===== config.mk =====
export PLATFORM = sky130hd
export DESIGN_NAME = iso_timestamp_to_epoch_flat
export DESIGN_NICKNAME = d
export VERILOG_FILES = /design/src/hdl/ite_pkg.sv /design/src/hdl/ite_stream_if.sv /design/src/hdl/ite_parse.sv /design/src/hdl/ite_mac.sv /design/src/hdl/ite_seq.sv /design/src/hdl/iso_timestamp_to_epoch.sv /design/src/flat_wrapper.sv
export VERILOG_INCLUDE_DIRS = /design/src /design/src/hdl
export SDC_FILE = /design/constraint.sdc
export NUM_CORES = 1
export LEC_CHECK = 0
export ABC_AREA = 1
export ABC_CLOCK_PERIOD_IN_PS = 25300
export BUFFER_PORTS_ARGS = -buffer_cell sky130_fd_sc_hd__buf_2
export CORE_MARGIN = 2
export CORE_UTILIZATION = 58
export CTS_CLUSTER_SIZE = 10
export DETAILED_ROUTE_END_ITERATION = 16
export GPL_ROUTABILITY_DRIVEN = 0
export PLACE_DENSITY = 0.75
export SLEW_MARGIN = 20
export SYNTH_ARGS = -nofsm -noshare
export SYNTH_HDL_FRONTEND = slang
export SYNTH_SLANG_ARGS = --single-unit

===== constraint.sdc =====
create_clock -name i_clk -period 25.3 [get_ports i_clk]
set_clock_uncertainty 0.2 [all_clocks]
set_input_delay 1.265 -clock i_clk [delete_from_list [all_inputs] [get_ports i_clk]]
set_output_delay 1.265 -clock i_clk [all_outputs]
set_load 0.005 [all_outputs]

===== src/hdl/iso_timestamp_to_epoch_macros.svh =====
// Assertion macros shared by the timestamp converter RTL.
`ifndef ISO_TIMESTAMP_TO_EPOCH_MACROS_SVH
`define ISO_TIMESTAMP_TO_EPOCH_MACROS_SVH

// Same-cycle implication, disabled while reset is asserted.
`define ITE_ASSERT_IMP(name, clk, rst_n, ante, cons, msg) \
    name: assert property (@(posedge clk) disable iff (!(rst_n)) (ante) |-> (cons)) \
        else $error(msg);

// Next-cycle implication, disabled while reset is asserted.
`define ITE_ASSERT_NXT(name, clk, rst_n, ante, cons, msg) \
    name: assert property (@(posedge clk) disable iff (!(rst_n)) (ante) |=> (cons)) \
        else $error(msg);

`endif


===== src/hdl/ite_pkg.sv =====
// Types, constants and tables shared by the timestamp converter.
package ite_pkg;

    localparam int unsigned IDX_W     = 5;
    localparam int unsigned YEAR_W    = 15;
    localparam int unsigned FIELD_W   = 8;
    localparam int unsigned EPOCH_W   = 39;
    localparam int unsigned ACC_W     = 40;
    localparam int unsigned MUL_A_W   = 24;
    localparam int unsigned MUL_B_W   = 18;
    // Century count of year minus one: product bits [25:19] of the reciprocal multiply.
    localparam int unsigned QUOT_W    = 7;
    localparam int unsigned QUOT_LSB  = 19;

    // Character positions.
    localparam logic [IDX_W-1:0] MAX_POS       = 5'd25;
    localparam logic [IDX_W-1:0] MIN_LEN       = 5'd19;
    localparam logic [IDX_W-1:0] POS_DATE_SEP1 = 5'd4;
    localparam logic [IDX_W-1:0] POS_DATE_SEP2 = 5'd7;
    localparam logic [IDX_W-1:0] POS_T         = 5'd10;
    localparam logic [IDX_W-1:0] POS_TIME_SEP1 = 5'd13;
    localparam logic [IDX_W-1:0] POS_TIME_SEP2 = 5'd16;
    localparam logic [IDX_W-1:0] POS_ZONE      = 5'd19;
    localparam logic [IDX_W-1:0] POS_ZONE_SEP  = 5'd22;

    // Character codes.
    localparam logic [7:0] CH_TAB   = 8'h09;
    localparam logic [7:0] CH_CR    = 8'h0D;
    localparam logic [7:0] CH_SPACE = 8'h20;
    localparam logic [7:0] CH_PLUS  = 8'h2B;
    localparam logic [7:0] CH_DASH  = 8'h2D;
    localparam logic [7:0] CH_ZERO  = 8'h30;
    localparam logic [7:0] CH_NINE  = 8'h39;
    localparam logic [7:0] CH_COLON = 8'h3A;
    localparam logic [7:0] CH_T     = 8'h54;
    localparam logic [7:0] CH_Z     = 8'h5A;

    // Arithmetic constants.
    localparam logic signed [MUL_B_W-1:0] SEC_PER_DAY   = 18'sd86400;
    localparam logic signed [MUL_B_W-1:0] SEC_PER_HOUR  = 18'sd3600;
    localparam logic signed [MUL_B_W-1:0] SEC_PER_MIN   = 18'sd60;
    localparam logic signed [MUL_B_W-1:0] DAYS_PER_YEAR = 18'sd365;
    localparam logic signed [MUL_B_W-1:0] UNIT_GAIN     = 18'sd1;
    // 2^19 / 100 rounded up; exact quotient for dividends below 43690.
    localparam logic signed [MUL_B_W-1:0] RECIP_CENT    = 18'sd5243;
    localparam logic signed [MUL_B_W-1:0] NEG_CENTURY   = -18'sd100;
    localparam logic signed [15:0]        EPOCH_YEAR    = 16'sd1970;
    localparam logic [6:0]                CENT_LAST     = 7'd99;
    // Leap days before 1970 (477) plus one for the zero-based day of month.
    localparam logic signed [MUL_A_W-1:0] DAY_BIAS      = -24'sd478;

    typedef enum logic [1:0] {PH_BLANK, PH_DIGITS, PH_DONE} t_phase;

    typedef enum logic [1:0] {ZK_NONE, ZK_UTC, ZK_PLUS, ZK_MINUS} t_zone;

    typedef enum logic [3:0] {
        FS_NONE, FS_YEAR, FS_MONTH, FS_DAY, FS_HOUR, FS_MINUTE, FS_SECOND,
        FS_ZHOUR, FS_ZMIN
    } t_fsel;

    typedef enum logic [4:0] {
        ST_IDLE, ST_LOAD, ST_QUOT, ST_REM, ST_YEAR, ST_QUAD, ST_CENT, ST_QUAD_CENT,
        ST_MONTH, ST_DAY, ST_SCALE, ST_HOUR, ST_MINUTE, ST_SECOND,
        ST_ZONE_HOUR, ST_ZONE_MIN, ST_DONE
    } t_state;

    typedef struct packed {
        logic [IDX_W-1:0]          idx;
        logic                      fmt_ok;
        t_zone                     zone;
        logic signed [YEAR_W-1:0]  year;
        logic signed [FIELD_W-1:0] month;
        logic signed [FIELD_W-1:0] day;
        logic signed [FIELD_W-1:0] hour;
        logic signed [FIELD_W-1:0] minute;
        logic signed [FIELD_W-1:0] second;
        logic signed [FIELD_W-1:0] zone_hour;
        logic signed [FIELD_W-1:0] zone_min;
    } t_fields;

    typedef struct packed {
        logic signed [MUL_A_W-1:0] a;
        logic signed [MUL_B_W-1:0] b;
        logic                      from_zero;
        logic                      we;
    } t_mac_op;

    function automatic t_fsel field_of(input logic [IDX_W-1:0] pos);
        t_fsel f;
        unique case (pos)
            5'd0, 5'd1, 5'd2, 5'd3: f = FS_YEAR;
            5'd5, 5'd6:             f = FS_MONTH;
            5'd8, 5'd9:             f = FS_DAY;
            5'd11, 5'd12:           f = FS_HOUR;
            5'd14, 5'd15:           f = FS_MINUTE;
            5'd17, 5'd18:           f = FS_SECOND;
            5'd20, 5'd21:           f = FS_ZHOUR;
            5'd23, 5'd24:           f = FS_ZMIN;
            default:                f = FS_NONE;
        endcase
        return f;
    endfunction

    function automatic logic window_start(input logic [IDX_W-1:0] pos);
        return (pos == 5'd0) || (pos == 5'd5) || (pos == 5'd8) || (pos == 5'd11) ||
               (pos == 5'd14) || (pos == 5'd17) || (pos == 5'd20) || (pos == 5'd23);
    endfunction

    // Month length for a zero-based month, February as a common year.
    function automatic logic [4:0] month_len(input logic [3:0] m0);
        logic [4:0] d;
        unique case (m0)
            4'd1:                    d = 5'd28;
            4'd3, 4'd5, 4'd8, 4'd10: d = 5'd30;
            default:                 d = 5'd31;
        endcase
        return d;
    endfunction

    // Days in the year before the first of a zero-based month, common year.
    function automatic logic [8:0] days_before(input logic [3:0] m0);
        logic [8:0] d;
        unique case (m0)
            4'd0:    d = 9'd0;
            4'd1:    d = 9'd31;
            4'd2:    d = 9'd59;
            4'd3:    d = 9'd90;
            4'd4:    d = 9'd120;
            4'd5:    d = 9'd151;
            4'd6:    d = 9'd181;
            4'd7:    d = 9'd212;
            4'd8:    d = 9'd243;
            4'd9:    d = 9'd273;
            4'd10:   d = 9'd304;
            4'd11:   d = 9'd334;
            default: d = 9'd0;
        endcase
        return d;
    endfunction

endpackage


===== src/hdl/ite_stream_if.sv =====
// Handshake interfaces for the character input and the result output.
interface ite_char_if;
    import ite_pkg::*;
    logic       valid;
    logic       ready;
    logic [7:0] char_code;
    logic       is_last;

    modport source (output valid, output char_code, output is_last, input ready);
    modport sink (input valid, input char_code, input is_last, output ready);
endinterface

interface ite_result_if;
    import ite_pkg::*;
    logic                      valid;
    logic                      ready;
    logic                      valid_res;
    logic signed [EPOCH_W-1:0] epoch_seconds;

    modport source (output valid, output valid_res, output epoch_seconds, input ready);
    modport sink (input valid, input valid_res, input epoch_seconds, output ready);
endinterface


===== src/hdl/ite_parse.sv =====
// Character parser: separator checks, suffix kind and field accumulation.
module ite_parse (
    input  logic             i_clk,
    input  logic             i_rst_n,
    input  logic             i_take,
    input  logic             i_clear,
    input  logic [7:0]       i_char_code,
    output ite_pkg::t_fields o_fields
);
    import ite_pkg::*;

    logic [IDX_W-1:0]          r_idx, n_idx;
    t_phase                    r_phase, n_phase;
    logic                      r_neg, n_neg;
    logic                      r_fmt, n_fmt;
    t_zone                     r_zone, n_zone;
    logic signed [YEAR_W-1:0]  r_year, n_year;
    logic signed [FIELD_W-1:0] r_month, n_month;
    logic signed [FIELD_W-1:0] r_day, n_day;
    logic signed [FIELD_W-1:0] r_hour, n_hour;
    logic signed [FIELD_W-1:0] r_minute, n_minute;
    logic signed [FIELD_W-1:0] r_second, n_second;
    logic signed [FIELD_W-1:0] r_zhour, n_zhour;
    logic signed [FIELD_W-1:0] r_zmin, n_zmin;

    t_fsel              w_sel;
    t_phase             w_phase;
    logic               w_neg;
    logic               w_digit;
    logic               w_blank;
    logic [3:0]         w_dval;
    logic signed [15:0] w_cur;
    logic signed [15:0] w_term;
    logic signed [15:0] w_new;

    always_comb begin
        w_sel   = field_of(r_idx);
        w_phase = window_start(r_idx) ? PH_BLANK : r_phase;
        w_neg   = window_start(r_idx) ? 1'b0 : r_neg;
        w_digit = (i_char_code >= CH_ZERO) && (i_char_code <= CH_NINE);
        w_blank = (i_char_code == CH_SPACE) ||
                  ((i_char_code >= CH_TAB) && (i_char_code <= CH_CR));
        w_dval  = 4'(i_char_code - CH_ZERO);

        unique case (w_sel)
            FS_YEAR:   w_cur = 16'(r_year);
            FS_MONTH:  w_cur = 16'(r_month);
            FS_DAY:    w_cur = 16'(r_day);
            FS_HOUR:   w_cur = 16'(r_hour);
            FS_MINUTE: w_cur = 16'(r_minute);
            FS_SECOND: w_cur = 16'(r_second);
            FS_ZHOUR:  w_cur = 16'(r_zhour);
            FS_ZMIN:   w_cur = 16'(r_zmin);
            default:   w_cur = '0;
        endcase
        w_term = w_neg ? -16'(w_dval) : 16'(w_dval);
        w_new  = w_cur * 16'sd10 + w_term;

        n_idx    = r_idx;
        n_phase  = r_phase;
        n_neg    = r_neg;
        n_fmt    = r_fmt;
        n_zone   = r_zone;
        n_year   = r_year;
        n_month  = r_month;
        n_day    = r_day;
        n_hour   = r_hour;
        n_minute = r_minute;
        n_second = r_second;
        n_zhour  = r_zhour;
        n_zmin   = r_zmin;

        if (i_take && (r_idx < MAX_POS)) begin
            n_idx = r_idx + 1'b1;
            if (w_sel != FS_NONE) begin
                n_phase = w_phase;
                n_neg   = w_neg;
                if (w_digit) begin
                    if (w_phase != PH_DONE) begin
                        n_phase = PH_DIGITS;
                        unique case (w_sel)
                            FS_YEAR:   n_year   = w_new[YEAR_W-1:0];
                            FS_MONTH:  n_month  = w_new[FIELD_W-1:0];
                            FS_DAY:    n_day    = w_new[FIELD_W-1:0];
                            FS_HOUR:   n_hour   = w_new[FIELD_W-1:0];
                            FS_MINUTE: n_minute = w_new[FIELD_W-1:0];
                            FS_SECOND: n_second = w_new[FIELD_W-1:0];
                            FS_ZHOUR:  n_zhour  = w_new[FIELD_W-1:0];
                            FS_ZMIN:   n_zmin   = w_new[FIELD_W-1:0];
                            default: ;
                        endcase
                    end
                end else if ((w_phase == PH_BLANK) &&
                             ((i_char_code == CH_PLUS) || (i_char_code == CH_DASH))) begin
                    n_neg   = (i_char_code == CH_DASH);
                    n_phase = PH_DIGITS;
                end else if (!((w_phase == PH_BLANK) && w_blank)) begin
                    n_phase = PH_DONE;
                end
            end else begin
                unique case (r_idx)
                    POS_DATE_SEP1, POS_DATE_SEP2: begin
                        if (i_char_code != CH_DASH) n_fmt = 1'b0;
                    end
                    POS_T: begin
                        if (i_char_code != CH_T) n_fmt = 1'b0;
                    end
                    POS_TIME_SEP1, POS_TIME_SEP2: begin
                        if (i_char_code != CH_COLON) n_fmt = 1'b0;
                    end
                    POS_ZONE: begin
                        priority if (i_char_code == CH_Z)    n_zone = ZK_UTC;
                        else if (i_char_code == CH_PLUS)     n_zone = ZK_PLUS;
                        else if (i_char_code == CH_DASH)     n_zone = ZK_MINUS;
                        else                                 n_zone = ZK_NONE;
                    end
                    POS_ZONE_SEP: begin
                        if ((i_char_code != CH_COLON) && (r_zone != ZK_UTC)) n_zone = ZK_NONE;
                    end
                    default: ;
                endcase
            end
        end
    end

    always_ff @(posedge i_clk) begin
        if (!i_rst_n || i_clear) begin
            r_idx    <= '0;
            r_phase  <= PH_BLANK;
            r_neg    <= 1'b0;
            r_fmt    <= 1'b1;
            r_zone   <= ZK_NONE;
            r_year   <= '0;
            r_month  <= '0;
            r_day    <= '0;
            r_hour   <= '0;
            r_minute <= '0;
            r_second <= '0;
            r_zhour  <= '0;
            r_zmin   <= '0;
        end else begin
            r_idx    <= n_idx;
            r_phase  <= n_phase;
            r_neg    <= n_neg;
            r_fmt    <= n_fmt;
            r_zone   <= n_zone;
            r_year   <= n_year;
            r_month  <= n_month;
            r_day    <= n_day;
            r_hour   <= n_hour;
            r_minute <= n_minute;
            r_second <= n_second;
            r_zhour  <= n_zhour;
            r_zmin   <= n_zmin;
        end
    end

    always_comb begin
        o_fields.idx       = r_idx;
        o_fields.fmt_ok    = r_fmt;
        o_fields.zone      = r_zone;
        o_fields.year      = r_year;
        o_fields.month     = r_month;
        o_fields.day       = r_day;
        o_fields.hour      = r_hour;
        o_fields.minute    = r_minute;
        o_fields.second    = r_second;
        o_fields.zone_hour = r_zhour;
        o_fields.zone_min  = r_zmin;
    end

endmodule


===== src/hdl/ite_mac.sv =====
// Shared multiply-add unit with its accumulator register.
module ite_mac (
    input  logic                               i_clk,
    input  ite_pkg::t_mac_op                   i_op,
    output logic signed [ite_pkg::ACC_W-1:0]   o_acc
);
    import ite_pkg::*;

    logic signed [ACC_W-1:0]           r_acc;
    logic signed [MUL_A_W+MUL_B_W-1:0] w_prod;
    logic signed [ACC_W-1:0]           w_base;
    logic signed [ACC_W-1:0]           w_sum;

    always_comb begin
        w_prod = i_op.a * i_op.b;
        w_base = i_op.from_zero ? '0 : r_acc;
        w_sum  = w_base + $signed(w_prod[ACC_W-1:0]);
    end

    always_ff @(posedge i_clk) begin
        if (i_op.we) begin
            r_acc <= w_sum;
        end
    end

    assign o_acc = r_acc;

endmodule


===== src/hdl/ite_seq.sv =====
// Sequencer that drives the shared multiply-add unit through the date checks and sum.
module ite_seq (
    input  logic                             i_clk,
    input  logic                             i_rst_n,
    input  logic                             i_start,
    input  logic                             i_out_free,
    input  ite_pkg::t_fields                 i_fields,
    input  logic signed [ite_pkg::ACC_W-1:0] i_acc,
    output ite_pkg::t_mac_op                 o_op,
    output logic                             o_idle,
    output logic                             o_done,
    output logic                             o_ok
);
    import ite_pkg::*;

    t_state              r_state, n_state;
    logic [QUOT_W-1:0]   r_quot, n_quot;
    logic                r_ok, n_ok;
    logic                r_leap, n_leap;

    logic signed [15:0]  w_yx;
    logic                w_rem_last;
    logic                w_leap;
    logic [3:0]          w_m0;
    logic [4:0]          w_dim;
    logic                w_zone_on;
    logic                w_zone_ok;
    logic                w_ok;
    logic signed [MUL_B_W-1:0] w_zone_gain_h;
    logic signed [MUL_B_W-1:0] w_zone_gain_m;

    always_comb begin
        // Year minus one is the dividend for the century count.
        w_yx       = 16'(i_fields.year) - 16'sd1;
        // The remainder sits in the accumulator right after the century split.
        w_rem_last = (i_acc[6:0] == CENT_LAST);
        w_leap     = ((i_fields.year[1:0] == 2'b00) && !w_rem_last) ||
                     (w_rem_last && (r_quot[1:0] == 2'b11));
        w_m0       = 4'(i_fields.month[3:0] - 4'd1);
        w_dim      = ((i_fields.month == 8'sd2) && w_leap) ? 5'd29 : month_len(w_m0);
        w_zone_on  = (i_fields.idx > POS_ZONE) && (i_fields.zone != ZK_UTC);
        w_zone_ok  = !w_zone_on ||
                     ((i_fields.zone != ZK_NONE) && (i_fields.idx >= MAX_POS) &&
                      (i_fields.zone_hour <= 8'sd23) && (i_fields.zone_min <= 8'sd59));
        w_ok       = (i_fields.idx >= MIN_LEN) && i_fields.fmt_ok &&
                     (i_fields.year >= 15'sd1970) &&
                     (i_fields.month >= 8'sd1) && (i_fields.month <= 8'sd12) &&
                     (i_fields.day >= 8'sd1) && (i_fields.day <= $signed({3'b000, w_dim})) &&
                     (i_fields.hour <= 8'sd23) && (i_fields.minute <= 8'sd59) &&
                     (i_fields.second <= 8'sd59) && w_zone_ok;
        // A plus offset is taken off the local time, a minus offset added.
        w_zone_gain_h = !w_zone_on ? '0 :
                        (i_fields.zone == ZK_MINUS) ? SEC_PER_HOUR : -SEC_PER_HOUR;
        w_zone_gain_m = !w_zone_on ? '0 :
                        (i_fields.zone == ZK_MINUS) ? SEC_PER_MIN : -SEC_PER_MIN;
    end

    always_comb begin
        n_state = r_state;
        n_quot  = r_quot;
        n_ok    = r_ok;
        n_leap  = r_leap;
        o_op    = '0;
        o_done  = 1'b0;

        unique case (r_state)
            ST_IDLE: begin
                if (i_start) n_state = ST_LOAD;
            end
            ST_LOAD: begin
                // Year minus one times the scaled reciprocal of 100.
                o_op.a         = MUL_A_W'(w_yx);
                o_op.b         = RECIP_CENT;
                o_op.from_zero = 1'b1;
                o_op.we        = 1'b1;
                n_state        = ST_QUOT;
            end
            ST_QUOT: begin
                n_quot         = i_acc[QUOT_LSB +: QUOT_W];
                o_op.a         = MUL_A_W'(w_yx);
                o_op.b         = UNIT_GAIN;
                o_op.from_zero = 1'b1;
                o_op.we        = 1'b1;
                n_state        = ST_REM;
            end
            ST_REM: begin
                o_op.a  = MUL_A_W'(r_quot);
                o_op.b  = NEG_CENTURY;
                o_op.we = 1'b1;
                n_state = ST_YEAR;
            end
            ST_YEAR: begin
                n_ok           = w_ok;
                n_leap         = w_leap;
                o_op.a         = MUL_A_W'(16'(i_fields.year) - EPOCH_YEAR);
                o_op.b         = DAYS_PER_YEAR;
                o_op.from_zero = 1'b1;
                o_op.we        = 1'b1;
                n_state        = ST_QUAD;
            end
            ST_QUAD: begin
                o_op.a  = MUL_A_W'(w_yx >>> 2);
                o_op.b  = UNIT_GAIN;
                o_op.we = 1'b1;
                n_state = ST_CENT;
            end
            ST_CENT: begin
                o_op.a  = MUL_A_W'(r_quot);
                o_op.b  = -UNIT_GAIN;
                o_op.we = 1'b1;
                n_state = ST_QUAD_CENT;
            end
            ST_QUAD_CENT: begin
                o_op.a  = MUL_A_W'(r_quot >> 2);
                o_op.b  = UNIT_GAIN;
                o_op.we = 1'b1;
                n_state = ST_MONTH;
            end
            ST_MONTH: begin
                o_op.a  = MUL_A_W'(days_before(w_m0)) +
                          MUL_A_W'(r_leap && (i_fields.month > 8'sd2)) + DAY_BIAS;
                o_op.b  = UNIT_GAIN;
                o_op.we = 1'b1;
                n_state = ST_DAY;
            end
            ST_DAY: begin
                o_op.a  = MUL_A_W'(i_fields.day);
                o_op.b  = UNIT_GAIN;
                o_op.we = 1'b1;
                n_state = ST_SCALE;
            end
            ST_SCALE: begin
                o_op.a         = i_acc[MUL_A_W-1:0];
                o_op.b         = SEC_PER_DAY;
                o_op.from_zero = 1'b1;
                o_op.we        = 1'b1;
                n_state        = ST_HOUR;
            end
            ST_HOUR: begin
                o_op.a  = MUL_A_W'(i_fields.hour);
                o_op.b  = SEC_PER_HOUR;
                o_op.we = 1'b1;
                n_state = ST_MINUTE;
            end
            ST_MINUTE: begin
                o_op.a  = MUL_A_W'(i_fields.minute);
                o_op.b  = SEC_PER_MIN;
                o_op.we = 1'b1;
                n_state = ST_SECOND;
            end
            ST_SECOND: begin
                o_op.a  = MUL_A_W'(i_fields.second);
                o_op.b  = UNIT_GAIN;
                o_op.we = 1'b1;
                n_state = ST_ZONE_HOUR;
            end
            ST_ZONE_HOUR: begin
                o_op.a  = MUL_A_W'(i_fields.zone_hour);
                o_op.b  = w_zone_gain_h;
                o_op.we = 1'b1;
                n_state = ST_ZONE_MIN;
            end
            ST_ZONE_MIN: begin
                o_op.a  = MUL_A_W'(i_fields.zone_min);
                o_op.b  = w_zone_gain_m;
                o_op.we = 1'b1;
                n_state = ST_DONE;
            end
            ST_DONE: begin
                if (i_out_free) begin
                    o_done  = 1'b1;
                    n_state = ST_IDLE;
                end
            end
            default: n_state = ST_IDLE;
        endcase
    end

    always_ff @(posedge i_clk) begin
        if (!i_rst_n) begin
            r_state <= ST_IDLE;
            r_quot  <= '0;
            r_ok    <= 1'b0;
            r_leap  <= 1'b0;
        end else begin
            r_state <= n_state;
            r_quot  <= n_quot;
            r_ok    <= n_ok;
            r_leap  <= n_leap;
        end
    end

    assign o_idle = (r_state == ST_IDLE);
    assign o_ok   = r_ok;

endmodule


===== src/hdl/iso_timestamp_to_epoch.sv =====
// Top level of the ISO-8601 timestamp to Unix epoch converter.
// The block takes a timestamp of the form YYYY-MM-DDTHH:MM:SS, optionally followed by Z or by
// +HH:MM / -HH:MM, one byte per transfer on i_char, with is_last set on the final byte. Every
// byte but the last is taken while the sequencer is idle, so a string streams in at one
// character per clock. The last byte starts the evaluation, which runs on one shared multiply-add
// unit under a sequencer: the load, quotient and remainder steps split year minus one into
// centuries and a remainder by multiplying with a scaled reciprocal of 100 and subtracting the
// centuries back out, then twelve multiply-add steps for the day count and the seconds, and a final
// step hands the result to the output register. i_char.ready is low throughout; that step waits
// only while the output register still holds an untaken result. The next string may start
// while that result still waits on o_result; a second result only waits if the first has not
// been taken by the end of its evaluation. Each result transfer carries valid_res (the string
// parsed and passed all range checks) and epoch_seconds, which is zero whenever valid_res is
// low. Fields are read as atoi reads them: leading blanks, an optional sign, then digits up
// to the first non-digit; characters past the 25th are ignored.
`include "iso_timestamp_to_epoch_macros.svh"

module iso_timestamp_to_epoch (
    input  logic         i_clk,
    input  logic         i_rst_n,
    ite_char_if.sink     i_char,
    ite_result_if.source o_result
);
    import ite_pkg::*;

    logic                    w_take;
    logic                    w_start;
    logic                    w_idle;
    logic                    w_done;
    logic                    w_ok;
    logic                    w_out_free;
    logic signed [ACC_W-1:0] w_acc;
    t_fields                 w_fields;
    t_mac_op                 w_op;

    // Output register: holds one finished result until the sink takes it.
    logic                      r_out_valid;
    logic                      r_out_res;
    logic signed [EPOCH_W-1:0] r_out_sec;

    assign w_take     = i_char.valid && i_char.ready;
    assign w_start    = w_take && i_char.is_last;
    assign w_out_free = !r_out_valid || o_result.ready;

    assign i_char.ready = w_idle;

    ite_parse u_parse (
        .i_clk       (i_clk),
        .i_rst_n     (i_rst_n),
        .i_take      (w_take),
        .i_clear     (w_done),
        .i_char_code (i_char.char_code),
        .o_fields    (w_fields)
    );

    ite_mac u_mac (
        .i_clk     (i_clk),
        .i_op      (w_op),
        .o_acc     (w_acc)
    );

    ite_seq u_seq (
        .i_clk      (i_clk),
        .i_rst_n    (i_rst_n),
        .i_start    (w_start),
        .i_out_free (w_out_free),
        .i_fields   (w_fields),
        .i_acc      (w_acc),
        .o_op       (w_op),
        .o_idle     (w_idle),
        .o_done     (w_done),
        .o_ok       (w_ok)
    );

    always_ff @(posedge i_clk) begin
        if (!i_rst_n) begin
            r_out_valid <= 1'b0;
        end else if (w_done) begin
            r_out_valid <= 1'b1;
        end else if (o_result.ready) begin
            r_out_valid <= 1'b0;
        end
    end

    // An invalid string reports zero seconds, whatever the accumulator holds.
    always_ff @(posedge i_clk) begin
        if (w_done) begin
            r_out_res <= w_ok;
            r_out_sec <= w_ok ? w_acc[EPOCH_W-1:0] : '0;
        end
    end

    assign o_result.valid         = r_out_valid;
    assign o_result.valid_res     = r_out_res;
    assign o_result.epoch_seconds = r_out_sec;

    `ITE_ASSERT_NXT(a_busy_after_last, i_clk, i_rst_n, w_start, !i_char.ready, "input ready after last character")
    `ITE_ASSERT_IMP(a_invalid_is_zero, i_clk, i_rst_n, o_result.valid && !o_result.valid_res, o_result.epoch_seconds == '0, "invalid result with nonzero seconds")
    `ITE_ASSERT_NXT(a_parser_cleared, i_clk, i_rst_n, w_done, (w_fields.idx == '0) && w_fields.fmt_ok && (w_fields.zone == ZK_NONE), "parser state not cleared after result")
    `ITE_ASSERT_IMP(a_no_overwrite, i_clk, i_rst_n, w_done, !r_out_valid || o_result.ready, "pending result overwritten")

endmodule

===== src/flat_wrapper.sv =====
// flat-port wrapper written by rule: the top's interface ports become plain ports
module iso_timestamp_to_epoch_flat import ite_pkg::*;
  (i_clk, i_rst_n, i_char_valid, i_char_char_code, i_char_is_last, i_char_ready, o_result_valid, o_result_valid_res, o_result_epoch_seconds, o_result_ready);
  ite_char_if i_char_i ();
  ite_result_if o_result_i ();
  input  logic i_clk;
  input  logic i_rst_n;
  input wire logic [$bits(i_char_i.valid)-1:0] i_char_valid;
  input wire logic [$bits(i_char_i.char_code)-1:0] i_char_char_code;
  input wire logic [$bits(i_char_i.is_last)-1:0] i_char_is_last;
  output wire logic [$bits(i_char_i.ready)-1:0] i_char_ready;
  output wire logic [$bits(o_result_i.valid)-1:0] o_result_valid;
  output wire logic [$bits(o_result_i.valid_res)-1:0] o_result_valid_res;
  output wire logic [$bits(o_result_i.epoch_seconds)-1:0] o_result_epoch_seconds;
  input wire logic [$bits(o_result_i.ready)-1:0] o_result_ready;
  assign i_char_i.valid = i_char_valid;
  assign i_char_i.char_code = i_char_char_code;
  assign i_char_i.is_last = i_char_is_last;
  assign i_char_ready = i_char_i.ready;
  assign o_result_valid = o_result_i.valid;
  assign o_result_valid_res = o_result_i.valid_res;
  assign o_result_epoch_seconds = o_result_i.epoch_seconds;
  assign o_result_i.ready = o_result_ready;
  iso_timestamp_to_epoch u_core (.i_clk(i_clk), .i_rst_n(i_rst_n), .i_char(i_char_i), .o_result(o_result_i));
endmodule

==> impl_metrics.py, run 1 <==
metrics = {
    "critical_path": {
        "r2r-end": "u_core.u_mac.o_acc[34]",
        "reg2reg_depth": 30,
        "start_kind": "flip-flop",
        "max_stage_delay_ns": 0.69,
        "worst_path_most_repeated_cell": "fa_1",
        "cp_slowest_cell": "clkinv_1",
        "cp.arrival_ns": 9.78,
        "r2r_start": "u_core.u_seq.r_state[4]",
        "end_kind": "flip-flop",
        "rrSetupSlack_ns": 15.53,
        "critPathMaxFanout": 18,
        "crit_type": "flip-flop to flip-flop",
        "cp.required_ns": 25.31,
    },
    "clocking": {
        "ctsResizeCount": 0,
        "cts_hold_buf": 0,
        "cts_root_buf": "clkbuf_16",
        "path_clk_slew_ns": 0.08,
        "h-tree-depth": 4,
        "post_cts_buffers": 0,
        "cts_tree": "done",
        "clock-sinks": 180,
        "clock_path_buffers": 2,
        "cts_made_buffers": 17,
        "clk_latency_ns": 0.47,
    },
    "die": {
        "die_x_um": 219,
        "dieArea_sq_um": 47900,
        "die_height_um": 219,
        "num_rows": 78,
        "core-area_sq_um": 45500,
        "start_util_pct": 58.9,
        "io_pins": 55,
    },
    "outcome": {
        "status": "complete, no violations",
    },
    "synthesis": {
        "synthMuxAreaShare_pct": 0,
        "synthAdderAreaFrac_pct": 41.2,
        "ys_ff_latch": 180,
        "synth_simple_gate_area_share_pct": 16.0,
        "yosysWarningCount": 0,
        "synth_top_family_by_area": "adder cells",
        "synth_nets": 3921,
        "synth_compound_area_share_pct": 10.3,
        "synth_area_sq_um": 26800,
        "synth_edf_count": 79,
        "synth_cells": 3289,
        "async_reset_ff_share_pct": 0,
        "yosysSeqAreaShare_pct": 16.4,
        "synth_xor_area_share_pct": 2.65,
        "synth_ff_type": "dfxtp_1",
        "avgSynthCellArea_sq_um": 8.15,
        "synthDistinctLibCells": 65,
    },
    "finish": {
        "fin_area_sq_um": 28300,
        "num_antenna_cells": 0,
        "final_cell_mix": "857 x inv_1, 483 x nand2_1, 439 x fa_1, 313 x nor2_1, 182 x a21oi_1",
        "final_common_cell": "inv_1",
        "fill_cells": 3960,
        "fin_nets": 3944,
        "layout-drive-gt1-share_pct": 5.38,
        "syn_to_final_growth_pct": 5.53,
    },
    "worst_hold_path": {
        "hp-start": "u_core.u_parse.r_phase[1]",
        "min-delay-path-class": "flip-flop to flip-flop",
        "hold_end": "u_core.u_parse.r_phase[1]",
        "whs_path_depth": 2,
    },
    "sta": {
        "slew_headroom_pct": 25.0,
        "hold_viol": 0,
        "whs_ns": 0.284,
        "rsz0062_at_grt": "false",
        "clock.fmax_ghz": 0.102,
        "worst_pin_slew_ns": 1.11,
        "drv_slew": 0,
        "finalSetupViolations": 0,
        "finalSetupTns_ns": 0,
        "fin_crit_sh_pct": 38.6,
        "period_needed_ns": 9.77,
        "setup_slack_ns": 15.53,
    },
    "global_route": {
        "grt_pass1_wl_um": 126000,
        "use_met3_pct": 11.2,
        "use_met1_pct": 45.8,
        "grt_max_degree": 74,
        "grt_antenna_before_repair": 0,
        "busiest_layer": "met2",
        "use_met2_pct": 52.8,
        "first_global_vias": 23200,
        "grt_usage_pct": 34.7,
        "grt.overflow.total": 0,
    },
    "placed_design": {
        "port-buffer-count": 54,
        "post-dp-hpwl_um": 64500,
        "pre_cts_slack_ns": 15.73,
        "place_area_sq_um": 27600,
    },
    "route": {
        "drc": 0,
        "ant_nets": 0,
        "wire_per_inst_um": 20.4,
        "drt_iter0_drc": 2873,
        "viasPerCell": 5.82,
        "vias": 22900,
        "drt_first_pass_iters": 9,
        "drt-total-wl_um": 80000,
    },
    "power_and_ir_drop": {
        "p_leak_nw": 14.6,
        "powerDensity_nw_per_um2": 123,
        "peakVddDrop_mv": 0.148,
        "power_mw": 3.47,
    },
    "job": {
        "maxCapViolations": 0,
    },
}
[area by class of cell]
| cell class | count | area, sq um | share of cell area, % |
|---|---|---|---|
| sequential | 180 | 4390 | 15.5 |
| multi-input combinational | 2166 | 18800 | 66.6 |
| clock inverter | 15 | 190 | 0.673 |
| timing repair buffer | 70 | 390 | 1.38 |
| inverter | 877 | 3290 | 11.6 |
| tap | 600 | 751 | 2.66 |
| clock buffer | 17 | 425 | 1.50 |
[synthesized netlist by cell type (4+ instances only)]
| library cell | number | area share, % |
|---|---|---|
| inv_2 | 15 | 0.21 |
| edfxtp_1 | 79 | 8.9 |
| fa_1 | 439 | 33 |
| o21ai_0 | 129 | 2.4 |
| clkbuf_1 | 38 | 0.53 |
| nand4_1 | 22 | 0.51 |
| o211ai_1 | 11 | 0.31 |
| o21a_1 | 5 | 0.14 |
| o21bai_1 | 4 | 0.11 |
| nand3_1 | 83 | 1.6 |
| dfxtp_1 | 101 | 7.5 |
| xor2_1 | 54 | 1.8 |
| a221oi_1 | 20 | 0.65 |
| or2_2 | 4 | 0.093 |
| a21o_1 | 6 | 0.17 |
| nand2_1 | 483 | 6.8 |
| o41ai_1 | 4 | 0.13 |
| nor3_2 | 4 | 0.15 |
| inv_1 | 857 | 12 |
| nand3_2 | 5 | 0.19 |
| a21oi_1 | 182 | 3.4 |
| nor2_2 | 13 | 0.30 |
| buf_1 | 6 | 0.084 |
| xnor2_1 | 27 | 0.88 |
| ha_1 | 180 | 8.4 |
| a211oi_1 | 10 | 0.28 |
| nand2_2 | 13 | 0.30 |
| nor4_1 | 5 | 0.12 |
| nor2_4 | 6 | 0.25 |
| buf_2 | 16 | 0.30 |
| a31oi_1 | 20 | 0.47 |
| o2111ai_1 | 14 | 0.46 |
| nor3_1 | 33 | 0.62 |
| nor2_1 | 313 | 4.4 |
| o22ai_1 | 30 | 0.70 |
| clkinv_1 | 5 | 0.070 |
| a21boi_0 | 4 | 0.11 |
[sequential cells by signal, summed over array words and instances, names as in the netlist, 2 cells and up]
| register | cells |
|---|---|
| u_core.u_parse.r_zmin | 8 |
| u_core.u_parse.r_phase | 2 |
| u_core.u_parse.r_day | 8 |
| u_core.u_seq.r_quot | 7 |
| u_core.o_result.epoch_seconds | 39 |
| u_core.u_parse.w_sel | 4 |
| u_core.u_parse.r_idx | 5 |
| u_core.u_parse.r_zone | 2 |
| u_core.u_mac.o_acc | 39 |
| u_core.u_parse.r_zhour | 8 |
| u_core.u_parse.r_hour | 8 |
| u_core.u_parse.r_second | 8 |
| u_core.u_parse.r_minute | 8 |
| u_core.u_parse.r_year | 15 |
| u_core.u_seq.r_state | 5 |
| u_core.u_parse.r_month | 8 |
[power by group]
| part | internal (mW) | switching [mW] | total [mW] | leakage (nW) |
|---|---|---|---|---|
| clock network | 0.143 | 0.144 | 0.287 | 0.297 |
| registers | 0.449 | 0.0695 | 0.519 | 1.56 |
| logic | 0.988 | 1.68 | 2.67 | 12.8 |
| total | 1.58 | 1.89 | 3.47 | 14.6 |
[worst max-delay path by stage]
stage,slack [ns],startpoint,cells past startpoint,endpoint
after floorplan,16.64,u_core.u_parse.r_month[1],37,u_core.u_mac.o_acc[34]
after global placement,16.00,u_core.u_parse.r_month[1],38,u_core.u_mac.o_acc[34]
after detailed placement,15.73,u_core.u_parse.r_month[1],38,u_core.u_mac.o_acc[34]
after CTS,15.67,u_core.u_parse.r_month[1],38,u_core.u_mac.o_acc[34]
after global routing,14.89,u_core.u_parse.r_month[1],38,u_core.u_mac.o_acc[34]
final,15.53,u_core.u_seq.r_state[4],30,u_core.u_mac.o_acc[34]
[cells by family after synthesis]
family | after synthesis
and+or+nand+nor | 1002
buffers and inverters | 943
adders and majority gates | 619
AOI/OAI and AO/OA | 464
DFF | 180
xor gates and xnor gates | 81
[layer usage]
| layer | wire, um | vias to the layer above |
|---|---|---|
| met4 | 4000 | 2 |
| met2 | 34600 | 1428 |
| met3 | 10500 | 290 |
| met5 | 11 | - |
| met1 | 30800 | 11000 |
| li1 | - | 10200 |
[worst max-delay path, delay by kind of cell, from the launching register on]
family | cells | cell delay (ns)
AOI/OAI and AO/OA | 3 | 0.89
buffers and inverters | 6 | 1.34
DFF | 1 | 0.54
and+or+nand+nor | 12 | 2.44
xor gates and xnor gates | 1 | 0.09
adders and majority gates | 8 | 4.03
[per-stage QoR]
step                instances  utilization, %
finish                   3925            62.2
global placement         3893            60.8
global route             3925            62.2
detailed placement       3893            60.8
CTS                      3925            62.1
floorplan                3289               -
Power figures use the tool's default switching activity.
==> run 2, diff against run 1 <==
--- a/config.mk
+++ b/config.mk
@@ -7,7 +7,7 @@
 export NUM_CORES = 1
 export LEC_CHECK = 0
 export ABC_AREA = 1
-export ABC_CLOCK_PERIOD_IN_PS = 25300
+export ABC_CLOCK_PERIOD_IN_PS = 9400
 export BUFFER_PORTS_ARGS = -buffer_cell sky130_fd_sc_hd__buf_2
 export CORE_MARGIN = 2
 export CORE_UTILIZATION = 58
==> constraint.sdc (replaced) <==
create_clock -name i_clk -period 9.4 [get_ports i_clk]
set_clock_uncertainty 0.2 [all_clocks]
set_input_delay 0.47 -clock i_clk [delete_from_list [all_inputs] [get_ports i_clk]]
set_output_delay 0.47 -clock i_clk [all_outputs]
set_load 0.005 [all_outputs]
==> impl_metrics.py, run 2 (synthesized netlist as in run 1, its figures left out) <==
metrics = {
    "global_route": {
        "grt_antenna_before_repair": 0,
        "grt_max_degree": 74,
        "grt_pass1_wl_um": 129000,
        "grt_usage_pct": 35.5,
        "first_global_vias": 23500,
        "grt.overflow.total": 0,
    },
    "die": {
        "die_x_um": 219,
        "die_height_um": 219,
        "start_util_pct": 58.9,
        "io_pins": 55,
        "dieArea_sq_um": 47900,
        "core-area_sq_um": 45500,
        "num_rows": 78,
    },
    "power_and_ir_drop": {
        "seq_power_share_pct": 14.6,
        "internal_power_mw": 4.36,
        "peakVddDrop_mv": 0.379,
        "clkPwrFrac_pct": 8.0,
        "switching_share_pct": 54.6,
        "switchingPower_mw": 5.24,
        "powerDensity_nw_per_um2": 335,
        "p_leak_nw": 14.8,
        "pwr-share-comb_pct": 77.5,
    },
    "critical_path": {
        "cp.required_ns": 9.42,
        "critPathMaxFanout": 9,
        "cp_slowest_cell": "fa_1",
        "crit_type": "flip-flop to flip-flop",
        "cp.arrival_ns": 9.09,
        "max_stage_delay_ns": 0.57,
        "end_kind": "flip-flop",
        "start_kind": "flip-flop",
    },
    "route": {
        "wire_per_inst_um": 20.7,
        "viasPerCell": 5.86,
        "vias": 23200,
        "ant_nets": 0,
        "drt_iter0_drc": 3034,
        "drc": 0,
        "drt_first_pass_iters": 9,
        "drt-total-wl_um": 82000,
    },
    "finish": {
        "num_antenna_cells": 0,
        "multi_input_area_sq_um": 18900,
        "fin_area_sq_um": 28700,
        "fill_cells": 3835,
        "finalNonFillerCells": 3964,
        "final_common_cell": "inv_1",
        "register_area_sq_um": 4400,
        "layout-drive-gt1-share_pct": 7.19,
        "syn_to_final_growth_pct": 7.02,
        "final_cell_mix": "856 x inv_1, 478 x nand2_1, 438 x fa_1, 310 x nor2_1, 180 x a21oi_1",
        "fin_nets": 3983,
    },
    "clocking": {
        "clock-sinks": 180,
        "path_clk_slew_ns": 0.09,
        "cts_root_buf": "clkbuf_16",
        "clock_path_buffers": 2,
        "cts_made_buffers": 17,
        "clk_latency_ns": 0.47,
        "cts_tree": "done",
        "h-tree-depth": 4,
        "cts_hold_buf": 0,
    },
    "sta": {
        "drv_slew": 0,
        "worst_pin_slew_ns": 0.990,
        "fin_crit_sh_pct": 96.4,
        "slew_headroom_pct": 33.5,
        "period_needed_ns": 9.06,
        "hold_viol": 0,
        "whs_ns": 0.134,
        "clock.fmax_ghz": 0.110,
        "finalSetupViolations": 0,
    },
    "placed_design": {
        "placedCellCount": 3931,
        "port-buffer-count": 54,
        "post-dp-hpwl_um": 66200,
        "place_area_sq_um": 27900,
    },
    "worst_hold_path": {
        "min-delay-path-class": "primary input to flip-flop",
    },
    "outcome": {
        "status": "complete, no violations",
    },
    "job": {
        "maxCapViolations": 0,
    },
}
-- run 2: path summary, 6_finish.rpt --
| kind | cells after the start | slack (ns) | startpoint | to |
|---|---|---|---|---|
| worst min register to register | 2 | 0.29 | u_core.u_seq.r_quot[2] | u_core.u_seq.r_quot[2] |
| worst max-delay path | 43 | 0.34 | u_core.u_parse.r_month[0] | u_core.u_mac.o_acc[35] |
| worst min-delay path | 4 | 0.13 | o_result_ready | u_core.u_seq.r_state[4] |
| worst max register to register | 43 | 0.34 | u_core.u_parse.r_month[0] | u_core.u_mac.o_acc[35] |
-- run 2: critical path, delay by kind of cell, from the launching register on --
| kind | cells | cell delay, ns |
|---|---|---|
| AO/OA/AOI/OAI | 5 | 0.78 |
| XOR/XNOR | 1 | 0.14 |
| adder cells (fa/ha/maj) | 13 | 4.96 |
| buffers and inverters | 9 | 0.70 |
| flip-flops | 1 | 0.37 |
| AND/OR/NAND/NOR | 15 | 1.69 |
-- run 2: power by group through the flow --
stage / clock network, mW / registers, mW / logic (mW)
floorplan: 0 / 1.28 / 5.24
global placement: 0 / 1.40 / 6.81
detailed placement: 0 / 1.39 / 7.04
CTS: 0.755 / 1.38 / 7.13
global route: 0.790 / 1.40 / 8.27
finish: 0.763 / 1.40 / 7.44
-- run 2: area by class of cell --
class / instances / area share [%]
clock inverters: 13 / 0.519
multi-input cells: 2166 / 66.0
inverters: 877 / 11.5
repair buffers: 109 / 2.38
clock buffers: 19 / 1.58
well taps: 600 / 2.62
flip-flops and latches: 180 / 15.3
-- run 2: repair_timing --
item / in CTS / in global routing
resized for setup: 1 / 37
pin swaps: 0 / 3
gates cloned: 0 / 0
buffers inserted: 0 / 1
endpoints found under the setup margin: 1 / 21
-- run 2: metal layers --
layer | share of wire, % | GRT usage, % | wire (um)
met1 | 39 | 48.3 | 31800
met2 | 43 | 53.6 | 35400
met5 | 0.033 | 0 | 27
met3 | 13 | 10.6 | 10800
met4 | 4.9 | 13.6 | 4020
-- run 2: stage by stage --
| stage | utilization (%) | total power [mW] | setup TNS [ns] | setup WS (ns) |
|---|---|---|---|---|
| 2_1_floorplan | - | 6.52 | 0 | 0.737 |
| 3_3_place_gp | 61.4 | 8.21 | 0 | 0.298 |
| 3_5_place_dp | 61.4 | 8.43 | -0.000178 | -0.000178 |
| 4_1_cts | 62.7 | 9.27 | 0 | 0.00216 |
| 5_1_grt | 63.0 | 10.5 | -0.0229 | -0.0214 |
| 6_report | 63.0 | 9.60 | 0 | 0.336 |
